[src/hdl/linked_list_ranker_defines.svh]
// Assertion macros used by the list ranker controller.
`ifndef LINKED_LIST_RANKER_DEFINES_SVH
`define LINKED_LIST_RANKER_DEFINES_SVH

// Same-cycle implication, sampled on clk, off while arst_n is low.
`define LLR_ASSERT_SAME(label, ante, cons, msg) \
	label: assert property (@(posedge clk) disable iff (!arst_n) (ante) |-> (cons)) \
		else $error(msg);

// Next-cycle implication, sampled on clk, off while arst_n is low.
`define LLR_ASSERT_NEXT(label, ante, cons, msg) \
	label: assert property (@(posedge clk) disable iff (!arst_n) (ante) |=> (cons)) \
		else $error(msg);

`endif

[src/hdl/llr_pkg.sv]
// Types and constants shared by the list ranker.
package llr_pkg;

	localparam int ID_W   = 32;
	localparam int RANK_W = 12;
	localparam int IDX_W  = 12;
	localparam int CNT_W  = 13;

	localparam logic [ID_W-1:0] HEAD_ID = ID_W'(1);

	localparam logic MODE_LOAD = 1'b0;
	localparam logic MODE_STEP = 1'b1;

	// controller -> datapath
	typedef struct packed {
		logic load;       // load item accepted: write entry, restart walk
		logic start;      // step item accepted: open search bounds
		logic cmp;        // probe data valid: compare and narrow bounds
		logic fin_found;  // search hit: capture result, advance walk
		logic fin_miss;   // search exhausted: capture not-found result
		logic out_load;   // move captured result into output register
	} llr_cmd_t;

	// datapath -> controller
	typedef struct packed {
		logic more;  // bounds still enclose at least one entry
		logic hit;   // probed id equals current id
	} llr_stat_t;

endpackage

[src/hdl/llr_ctrl.sv]
// Sequencer of the list ranker: handshakes and search control.
module llr_ctrl import llr_pkg::*; (
	input  logic      clk,
	input  logic      arst_n,
	input  logic      req_valid,
	output logic      req_ready,
	input  logic      req_mode,
	output logic      rsp_valid,
	input  logic      rsp_ready,
	input  llr_stat_t stat,
	output llr_cmd_t  cmd
);
	`include "linked_list_ranker_defines.svh"

	typedef enum logic [1:0] {ST_IDLE, ST_SEARCH, ST_DONE} state_t;

	state_t state_q;
	state_t state_nxt;
	logic   out_valid_q;
	logic   req_fire;

	assign req_ready = (state_q == ST_IDLE);
	assign req_fire  = req_valid && req_ready;
	assign rsp_valid = out_valid_q;

	always_comb begin
		cmd       = '0;
		state_nxt = state_q;
		unique case (state_q)
			ST_IDLE: begin
				if (req_fire) begin
					if (req_mode == MODE_LOAD) begin
						cmd.load = 1'b1;
					end else begin
						cmd.start = 1'b1;
						if (!stat.more) begin
							cmd.fin_miss = 1'b1;
							state_nxt    = ST_DONE;
						end else begin
							state_nxt = ST_SEARCH;
						end
					end
				end
			end
			ST_SEARCH: begin
				cmd.cmp = 1'b1;
				if (stat.hit) begin
					cmd.fin_found = 1'b1;
					state_nxt     = ST_DONE;
				end else if (!stat.more) begin
					cmd.fin_miss = 1'b1;
					state_nxt    = ST_DONE;
				end
			end
			ST_DONE: begin
				// wait for the output register to drain
				if (!out_valid_q || rsp_ready) begin
					cmd.out_load = 1'b1;
					state_nxt    = ST_IDLE;
				end
			end
			default: begin
				state_nxt = ST_IDLE;
			end
		endcase
	end

	always_ff @(posedge clk or negedge arst_n) begin
		if (!arst_n) begin
			state_q     <= ST_IDLE;
			out_valid_q <= 1'b0;
		end else begin
			state_q <= state_nxt;
			if (cmd.out_load) begin
				out_valid_q <= 1'b1;
			end else if (rsp_ready) begin
				out_valid_q <= 1'b0;
			end
		end
	end

	`LLR_ASSERT_SAME(a_no_overwrite, cmd.out_load, !out_valid_q || rsp_ready, "pending result overwritten")
	`LLR_ASSERT_NEXT(a_step_leaves_idle, req_fire && req_mode == MODE_STEP, state_q != ST_IDLE, "step item did not start a search")
	`LLR_ASSERT_NEXT(a_finish_to_done, cmd.fin_found || cmd.fin_miss, state_q == ST_DONE, "finished search not held in done")
	`LLR_ASSERT_SAME(a_valid_after_done, $rose(out_valid_q), $past(state_q) == ST_DONE, "result appeared outside done")

endmodule

[config.mk]
export PLATFORM = sky130hd
export DESIGN_NAME = llr_ctrl
export DESIGN_NICKNAME = d
export VERILOG_FILES = /design/src/hdl/llr_pkg.sv /design/src/hdl/llr_ctrl.sv
export VERILOG_INCLUDE_DIRS = /design/src /design/src/hdl
export SDC_FILE = /design/constraint.sdc
export NUM_CORES = 1
export LEC_CHECK = 0
export BUFFER_PORTS_ARGS = -buffer_cell sky130_fd_sc_hd__buf_4
export CAP_MARGIN = 20
export CORE_AREA = 8 8 45 47
export DETAILED_ROUTE_END_ITERATION = 10
export DIE_AREA = 0 0 53 55
export PLACE_DENSITY_LB_ADDON = 0.05
export SETUP_SLACK_MARGIN = 0.5
export SYNTH_ARGS = -nofsm -noshare
export SYNTH_HDL_FRONTEND = slang
export SYNTH_SLANG_ARGS = --single-unit
[constraint.sdc]
create_clock -name clk -period 1.08 [get_ports clk]
set_input_delay 0.216 -clock clk [delete_from_list [all_inputs] [get_ports clk]]
set_output_delay 0.216 -clock clk [all_outputs]
set_load 0.05 [all_outputs]
Word-level counts from Yosys, hierarchy flattened
Index checks and enable logic that the tools add are counted.
{ "totals": {"reg_bits": 3, "in_bits": 7, "output_inout_bits": 8, "word_cells": 36} }
{ "classes": {"eq_ne": 6, "n_mux": 22, "reduce_logical": 6} }
{ "op_table": {"columns": ["cell", "n"], "rows": [
  ["$mux W2", 9],
  ["$mux W1", 11],
  ["$pmux W2 S3", 1],
  ["$ne A2 B1 Y1 const B", 2],
  ["$reduce_and A4 Y1", 1],
  ["$ne A3 B3 Y1 const B", 1],
  ["$eq A2 B1 Y1 const B", 1],
  ["$eq A2 B2 Y1 const B", 1],
  ["$logic_not A2 Y1", 1],
  ["$ne A2 B2 Y1 const B", 1],
  ["$pmux W1 S2", 1],
  ["$reduce_bool A2 Y1", 1],
  ["$logic_and A1 B1 Y1", 1],
  ["$logic_not A1 Y1", 1],
  ["$logic_or A1 B1 Y1", 1]
]} }

Logic depth before layout (Yosys ltp)
Gate-level depths: netlist of the first run.
{ "logic_depth": {"depth_word": 5, "ltp_mapped": 2} }

Worst setup path after synthesis of the first run
Ideal clock, no wire load.
{ "synth_path": {"path_kind": "register to output", "startpoint": "register state_q[1]", "endpoint": "output cmd[5] (netlist name)", "t_arrival_ns": 2.105, "path_slack_ns": -1.241, "path_stages_with_launch": 2, "n_path_buf": 0, "path_cell_list": "dfrtp_1 > nor4b_1"} }
{ "synth_rtl": {"columns": ["element", "line", "source"], "rows": [
  ["start, declared", "llr_ctrl.sv:17", "state_t state_q;"],
  ["start signal, assigned", "llr_ctrl.sv:73", "state_q <= state_nxt;"],
  ["end, declared", "llr_ctrl.sv:11", "output llr_cmd_t cmd"]
]} }

==> results.yml, run 1 <==
clock_network:
  clock_latency_ps: 240
  path_clk_slew_ps: 40
  ctsLongestPathBuffers: 2
  cts_tree: "done"
  clock_sink_count: 3
  numCtsBuffers: 3
  clock-root-buffer: "clkbuf_4"
  h-tree-depth: 1
synthesis:
  yosys.area.top_type_share_pct: 38.0
  synth_cell_types: 15
  synth_top_area_cell: "dfrtp_1"
  synth_fp_nets: 28
  ys_seq_area_share_pct: 38.0
  synth.avg_cell_area_um2: 9.41
  synth-seq-cells: 3
  synth_common_cells: "dfrtp_1 (3), inv_1 (3), a21oi_1 (2), nand2b_1 (2)"
  syn-cell-area_um2: 198
  synth-edff-count: 0
  syn-instance-count: 21
  async_flop_share_pct: 100
  synth.area.top_cells: "dfrtp_1 (38%), and4bb_1 (6.3%), nand2b_1 (6.3%)"
  ys_warn_count: 0
  ys.flop_type: "dfrtp_1"
drt:
  ant_nets: 0
  viasPerCell: 4.13
  routed_wl_um: 932
  drc: 0
  routedWlPerCell_um: 13.9
  firstDrtPassIters: 3
  drtIter0Drc: 4
  num_vias: 277
global_route:
  grtUsageMet2_pct: 9.77
  grt_max_degree: 7
  first_global_vias: 306
  antenna_found_initial: 0
  met3_usage_pct: 6.15
  grt_pass1_wl_um: 1460
  grt_overflow: 0
  use_met1_pct: 7.52
  busiest_layer: "met2"
  grtUsageTotal_pct: 7.18
floorplanning:
  ioPinCount: 15
  die_area_um2: 2920
  die_x_um: 53
  die_h_um: 55
  core_area_um2: 1380
  rows: 14
  initial_core_util_pct: 14.3
placed_design:
  dpl.hpwl_um: 670
  placed_cell_area_um2: 428
  gp_congestion: 0.652
  io_buffers: 14
  pre_cts_slack_ps: -242
sta:
  finalCritPeriodShare_pct: 144
  fin_hold_ws_ps: 191
  maxSlewViolCount: 0
  clock_skew_ps: 1.74
  setup_viol: 9
  fin_ws_ps: -472
  finalHoldViolCount: 0
  worst_pin_slew_ps: 259
  rsz0062_at_grt: "yes"
  fmax_mhz: 644
  slew_headroom_pct: 82.5
  fin_crit_ps: 1550
pwr:
  swShare_pct: 38.2
  switchingPower_mw: 0.276
  peakVddDrop_mv: 0.681
  seqPwrFrac_pct: 20.2
  p_clk_share_pct: 28.2
  internal-power_mw: 0.447
  power_density_nw_per_um2: 1220
  combPwrFrac_pct: 51.6
  leakagePower_nw: 0.276
worst_setup_path:
  arrival_ps: 1340
  end_kind: "primary output"
  reg2reg_slack_ps: -90
  crit_type: "flip-flop to primary output"
  cp_max_fo: 3
  r2r-end: "state_q[1]$_DFFE_PN0P_"
  timing.rr.start: "state_q[0]$_DFFE_PN0P_"
  cp-start-kind: "flip-flop"
  rr_worst_depth: 4
  cp.required_ps: 860
worst_hold_path:
  min_from: "rsp_ready"
  whs_path_depth: 2
  hp-class: "input port to flip-flop"
  worstHoldEndpoint: "rsp_valid$_DFFE_PN0P_"
cells_and_area:
  final_cell_area_um2: 592
  num-fill-cells: 143
  nets: 59
  insertedDiodeCount: 0
  drive_gt1_share_pct: 80.4
  areaGrowthSynthToFinish_pct: 199
run_status:
  violations: "setup timing"
  status: "complete, but fails checks"
job:
  cap_violations: 0
## per-stage QoR
step                      util, %  instances  setup TNS [ps]  power, mW
after floorplan                 -         21           -1260      0.318
after global placement       30.9         57           -1060      0.426
after detailed placement     30.9         57           -1140      0.428
after CTS                    40.6         64           -2770      0.719
after global routing         42.8         67           -3240      0.769
final                        42.8         67           -2800      0.723
## placed cells by master (no fill, tap or decap)
master	count
clkbuf_1	1
and2_4	1
buf_4	14
and4bb_1	1
nor4b_4	1
nor2_4	1
dfrtp_1	1
or3b_4	1
nor4bb_1	1
a211o_1	1
a21oi_4	2
clkbuf_4	3
inv_4	1
nand2b_4	1
nor2b_4	1
nand2b_1	1
dfrtp_2	2
a21boi_2	1
o21ai_0	1
dlygate4sd3_1	1
buf_6	6
inv_1	2
buf_8	5
nand4bb_4	1
## worst max path at each step
stage,startpoint,slack (ps),end
2_1_floorplan,state_q[1]$_DFFE_PN0P_,-320,cmd[1]
3_3_place_gp,state_q[1]$_DFFE_PN0P_,-220,cmd[1]
3_5_place_dp,state_q[1]$_DFFE_PN0P_,-240,cmd[1]
4_1_cts,state_q[1]$_DFFE_PN0P_,-480,cmd[1]
5_1_grt,state_q[0]$_DFFE_PN0P_,-510,cmd[1]
6_report,state_q[1]$_DFFE_PN0P_,-470,cmd[1]
## metal layers
metal	vias to the layer above	wire length (µm)
li1	136	-
met1	122	380
met2	17	411
met3	2	120
met4	0	19
met5	-	0
## worst max-delay path, cell delays in order, from the launching register on
cell	delay, ps
dfrtp_2	410
or3b_4	400
a21oi_4	130
buf_6	170
## cells by family (layout without fill, tap and decap cells)
kind of cell | Yosys count | count (layout) | synth area share (%)
simple gates | 10 | 10 | 40.5
compound gates | 5 | 5 | 15.8
flops | 3 | 3 | 38.0
buf+inv | 3 | 33 | 5.70
## power by group through the flow
stage / Sequential (mW) / Combinational (mW) / Clock [mW]
detailed placement: 0.145 / 0.282 / 0
finish: 0.146 / 0.373 / 0.204
global route: 0.148 / 0.392 / 0.230
floorplan: 0.177 / 0.141 / 0
CTS: 0.146 / 0.361 / 0.212
global placement: 0.145 / 0.282 / 0
## what timing repair did
action	4_1_cts	5_1_grt
endpoints found under the hold margin	3	0
endpoints found under the setup margin	11	11
gates resized for setup	19	2
pin swaps	4	3
hold buffers	1	0
setup buffers	2	3
## registers in the layout, summed over array words and instances, names as in the netlist
register / cells
state_q: 2
rsp_valid: 1
## final cells by class
class,count,area [µm²],area share [%]
flip-flops and latches,3,77.6,13.1
clock buffers,4,26.3,4.44
well taps,16,20.0,3.38
repair buffers,26,258,43.6
inverters,3,13.8,2.33
multi-input cells,15,196,33.2
Note: power is estimated with default switching activity, not from simulation.
==> inputs of run 2 (changes only) <==
--- a/config.mk
+++ b/config.mk
@@ -8,9 +8,9 @@
 export LEC_CHECK = 0
 export BUFFER_PORTS_ARGS = -buffer_cell sky130_fd_sc_hd__buf_4
 export CAP_MARGIN = 20
-export CORE_AREA = 8 8 45 47
+export CORE_AREA = 2 2 39 41
 export DETAILED_ROUTE_END_ITERATION = 10
-export DIE_AREA = 0 0 53 55
+export DIE_AREA = 0 0 41 43
 export PLACE_DENSITY_LB_ADDON = 0.05
 export SETUP_SLACK_MARGIN = 0.5
 export SYNTH_ARGS = -nofsm -noshare
==> constraint.sdc (replaced) <==
create_clock -name clk -period 1.75 [get_ports clk]
set_input_delay 0.35 -clock clk [delete_from_list [all_inputs] [get_ports clk]]
set_output_delay 0.35 -clock clk [all_outputs]
set_load 0.05 [all_outputs]
==> results.yml, run 2 (synthesized netlist as in run 1, its figures left out) <==
sta:
  fmax_mhz: 595
  fin_hold_ws_ps: 326
  setup_viol: 0
  worst_pin_slew_ps: 243
  maxSlewViolCount: 0
  finalHoldViolCount: 0
  finalCritPeriodShare_pct: 96.1
  clock_skew_ps: 1.18
  rsz0062_at_grt: "yes"
  fin_crit_ps: 1680
  slew_headroom_pct: 83.6
  tns_ps: 0
  fin_ws_ps: 69.1
drt:
  routedWlPerCell_um: 9.83
  drtIter0Drc: 1
  routed_wl_um: 590
  num_vias: 242
  drc: 0
  ant_nets: 0
  firstDrtPassIters: 2
  viasPerCell: 4.03
cells_and_area:
  areaGrowthSynthToFinish_pct: 159
  layout.cells.most_common_list: "buf_4 (10), buf_6 (6), clkbuf_4 (3)"
  drive_gt1_share_pct: 75.0
  num-fill-cells: 151
  nets: 52
  layout_commonest_cell: "buf_4"
  regMostFlops: "state_q"
  largest_reg_flops: 2
  insertedDiodeCount: 0
  final_cell_area_um2: 513
worst_setup_path:
  cpPeakStageDelay_ps: 420
  arrival_ps: 1330
  critPathBufInv: 1
  slowest_stage: "dfrtp_2"
  worstPathCellList: "or3b_4 > a21oi_4 > buf_6"
  end_kind: "primary output"
  crit_family: "flip-flops"
  cp_max_fo: 4
  crit_type: "flip-flop to primary output"
  cp-start-kind: "flip-flop"
  cp.required_ps: 1400
global_route:
  grt_max_degree: 5
  grtUsageTotal_pct: 8.15
  first_global_vias: 248
  grt_overflow: 0
  antenna_found_initial: 0
  grt_pass1_wl_um: 945
pwr:
  leakagePower_nw: 0.235
  power_density_nw_per_um2: 788
  peakVddDrop_mv: 0.347
placed_design:
  placed_cell_area_um2: 390
  gp_congestion: 0.601
  pre_cts_slack_ps: 204
  io_buffers: 14
floorplanning:
  die_x_um: 41
  initial_core_util_pct: 14.3
  ioPinCount: 15
  die_area_um2: 1760
  die_h_um: 43
  core_area_um2: 1380
  rows: 14
clock_network:
  ctsLongestPathBuffers: 2
  numCtsBuffers: 3
  path_clk_slew_ps: 40
  clock_sink_count: 3
  clock_latency_ps: 230
  cts_tree: "done"
  clock-root-buffer: "clkbuf_4"
  h-tree-depth: 1
job:
  cap_violations: 0
worst_hold_path:
  hp-class: "input port to flip-flop"
run_status:
  status: "finished clean"
-- run 2: cell types whose count changed in the layout (fill, tap and decap cells not counted), sizes merged --
cell / previous run / this run
buf: 25 / 18
-- run 2: stage by stage --
step,std cells,power [mW],util (%)
after floorplan,21,0.197,-
after global placement,52,0.249,28.2
after detailed placement,52,0.249,28.2
after CTS,60,0.413,36.8
after global routing,60,0.427,37.1
final,60,0.404,37.1
-- run 2: final cells by class --
cell class	instances	area, µm²	area share [%]
Inverter	3	13.8	2.68
Clock buffer	4	26.3	5.12
Tap cell	16	20.0	3.90
Multi-Input combinational cell	15	193	37.6
Sequential cell	3	77.6	15.1
Timing Repair Buffer	19	183	35.6
-- run 2: path summary, 6_finish.rpt --
path / start / end / slack, ps / cells after the start
worst min-delay path: rsp_ready / rsp_valid$_DFFE_PN0P_ / 330 / 2
worst max-delay path: state_q[1]$_DFFE_PN0P_ / cmd[1] / 70 / 3
worst max register to register: state_q[1]$_DFFE_PN0P_ / state_q[1]$_DFFE_PN0P_ / 620 / 3
worst min register to register: rsp_valid$_DFFE_PN0P_ / rsp_valid$_DFFE_PN0P_ / 590 / 2
max in group asynchronous: arst_n / rsp_valid$_DFFE_PN0P_ / 1210 / 2
min in group asynchronous: arst_n / state_q[1]$_DFFE_PN0P_ / 440 / 2
-- run 2: worst reg2reg max path, stage by stage (launching register included) --
cell,delay [ps]
dfrtp_2,420
buf_6,140
and4bb_1,190
a211o_1,260
-- run 2: per-layer routing --
layer | up-vias | routed length [µm] | global-route usage [%]
met5 | - | 0 | 0
met4 | 0 | 0 | 8.00
met3 | 0 | 43 | 1.57
met2 | 10 | 314 | 12.2
met1 | 111 | 233 | 8.74
li1 | 121 | - | -
-- run 2: report_power, final --
part,switching (mW),internal (mW)
registers,0.0110,0.0794
logic,0.108,0.0868
clock network,0.0333,0.0853
-- run 2: repair_timing --
action / 4_1_cts / 5_1_grt
setup buffers: 3 / 0
pin swaps: 1 / 1
gates resized for setup: 13 / 1
endpoints found under the setup margin: 7 / 7
hold endpoints to repair: 3 / 0
hold buffers: 1 / 0
==> inputs of run 3 (changes only) <==
--- a/config.mk
+++ b/config.mk
@@ -12,7 +12,7 @@
 export DETAILED_ROUTE_END_ITERATION = 10
 export DIE_AREA = 0 0 41 43
 export PLACE_DENSITY_LB_ADDON = 0.05
-export SETUP_SLACK_MARGIN = 0.5
+export SETUP_SLACK_MARGIN = 0.3
 export SYNTH_ARGS = -nofsm -noshare
 export SYNTH_HDL_FRONTEND = slang
 export SYNTH_SLANG_ARGS = --single-unit
==> results.yml, run 3 (synthesized netlist as in run 1, its figures left out) <==
worst_setup_path:
  cp_max_fo: 4
  cp.required_ps: 1400
  cp-start-kind: "flip-flop"
  reg2reg_slack_ps: 580
  crit_family: "flip-flops"
  worstPathCellList: "or3b_4 > a21oi_4 > buf_8"
  end_kind: "primary output"
  arrival_ps: 1330
  cp.depth: 3
  critPathBufInv: 1
  cpPeakStageDelay_ps: 410
  slowest_stage: "dfrtp_2"
  crit_type: "flip-flop to primary output"
  rr_worst_depth: 3
worst_hold_path:
  hp-class: "input port to flip-flop"
  whs_path_depth: 2
sta:
  finalHoldViolCount: 0
  clock_skew_ps: 1.67
  worst_pin_slew_ps: 277
  slew_headroom_pct: 81.3
  fmax_mhz: 595
  tns_ps: 0
  rsz0062_at_grt: "yes"
  maxSlewViolCount: 0
  fin_crit_ps: 1680
  setup_viol: 0
  finalCritPeriodShare_pct: 96.1
  fin_ws_ps: 68.0
drt:
  num_vias: 239
  routed_wl_um: 560
  drc: 0
  routedWlPerCell_um: 9.18
  viasPerCell: 3.92
  firstDrtPassIters: 1
  drtIter0Drc: 0
  ant_nets: 0
cells_and_area:
  drive_gt1_share_pct: 73.3
  final_cell_area_um2: 502
  multi_input_area_um2: 176
  areaGrowthSynthToFinish_pct: 154
  layout_commonest_cell: "buf_4"
  regArea_um2: 77.6
  insertedDiodeCount: 0
  nets: 53
  largest_reg_flops: 2
  fin_cells: 61
  num-fill-cells: 146
  regMostFlops: "state_q"
  final_util_pct: 36.3
  layout.cells.most_common_list: "buf_4 (12), buf_6 (4), inv_1 (3), clkbuf_4 (3), buf_8 (3)"
run_status:
  status: "finished clean"
placed_design:
  io_buffers: 14
  placed_cell_area_um2: 374
  pre_cts_slack_ps: 188
  dp_cells: 51
  dpl.hpwl_um: 438
  gp_congestion: 0.579
global_route:
  grt_pass1_wl_um: 945
  grtUsageTotal_pct: 8.25
  first_global_vias: 247
  antenna_found_initial: 0
  grt_overflow: 0
  grt_max_degree: 6
clock_network:
  clock_latency_ps: 230
  clock_sink_count: 3
  path_clk_slew_ps: 40
  clock-root-buffer: "clkbuf_4"
  ctsLongestPathBuffers: 2
  h-tree-depth: 1
  cts_tree: "done"
  numCtsBuffers: 3
floorplanning:
  die_x_um: 41
  core_area_um2: 1380
  die_area_um2: 1760
  die_h_um: 43
  ioPinCount: 15
  rows: 14
  initial_core_util_pct: 14.3
pwr:
  peakVddDrop_mv: 0.333
  power_density_nw_per_um2: 785
  leakagePower_nw: 0.240
job:
  cap_violations: 0
## run 3: cell types whose count changed in the layout (fill, tap and decap cells not counted), sizes merged
| cell | previous run | this run |
|---|---|---|
| buf | 18 | 19 |
## run 3: final timing paths
| path | from | to |
|---|---|---|
| max | state_q[1]$_DFFE_PN0P_ | cmd[1] |
| min | rsp_ready | rsp_valid$_DFFE_PN0P_ |
| max reg2reg | state_q[1]$_DFFE_PN0P_ | state_q[1]$_DFFE_PN0P_ |
| min reg2reg | rsp_valid$_DFFE_PN0P_ | rsp_valid$_DFFE_PN0P_ |
| max in group asynchronous | arst_n | state_q[0]$_DFFE_PN0P_ |
| min in group asynchronous | arst_n | rsp_valid$_DFFE_PN0P_ |
## run 3: routing by layer
layer,up-vias,global-route usage [%],wire [µm]
li1,124,-,-
met1,107,8.74,225
met2,8,12.5,291
met3,0,1.57,42
met4,0,8.00,0
met5,-,0,0
## run 3: cell type report
class | instances | area share, %
Clock buffer | 4 | 5.24
Tap cell | 16 | 3.99
Sequential cell | 3 | 15.5
Multi-Input combinational cell | 15 | 35.2
Inverter | 3 | 2.24
Timing Repair Buffer | 20 | 37.9
## run 3: stage by stage
| step | hold slack, ps | power [mW] |
|---|---|---|
| 2_1_floorplan | 54.4 | 0.193 |
| 3_3_place_gp | 140 | 0.243 |
| 3_5_place_dp | 139 | 0.243 |
| 4_1_cts | 324 | 0.395 |
| 5_1_grt | 340 | 0.422 |
| 6_report | 332 | 0.394 |
## run 3: timing repair
action,4_1_cts,5_1_grt
buffers inserted,3,2
hold endpoints to repair,3,0
resized for setup,10,4
endpoints found under the setup margin,6,7
hold buffers,1,0
## run 3: power breakdown
part / switching, mW / total (mW) / internal (mW)
Combinational: 0.105 / 0.185 / 0.0806
Clock: 0.0341 / 0.119 / 0.0853
Sequential: 0.0103 / 0.0891 / 0.0788
Total: 0.149 / 0.394 / 0.245
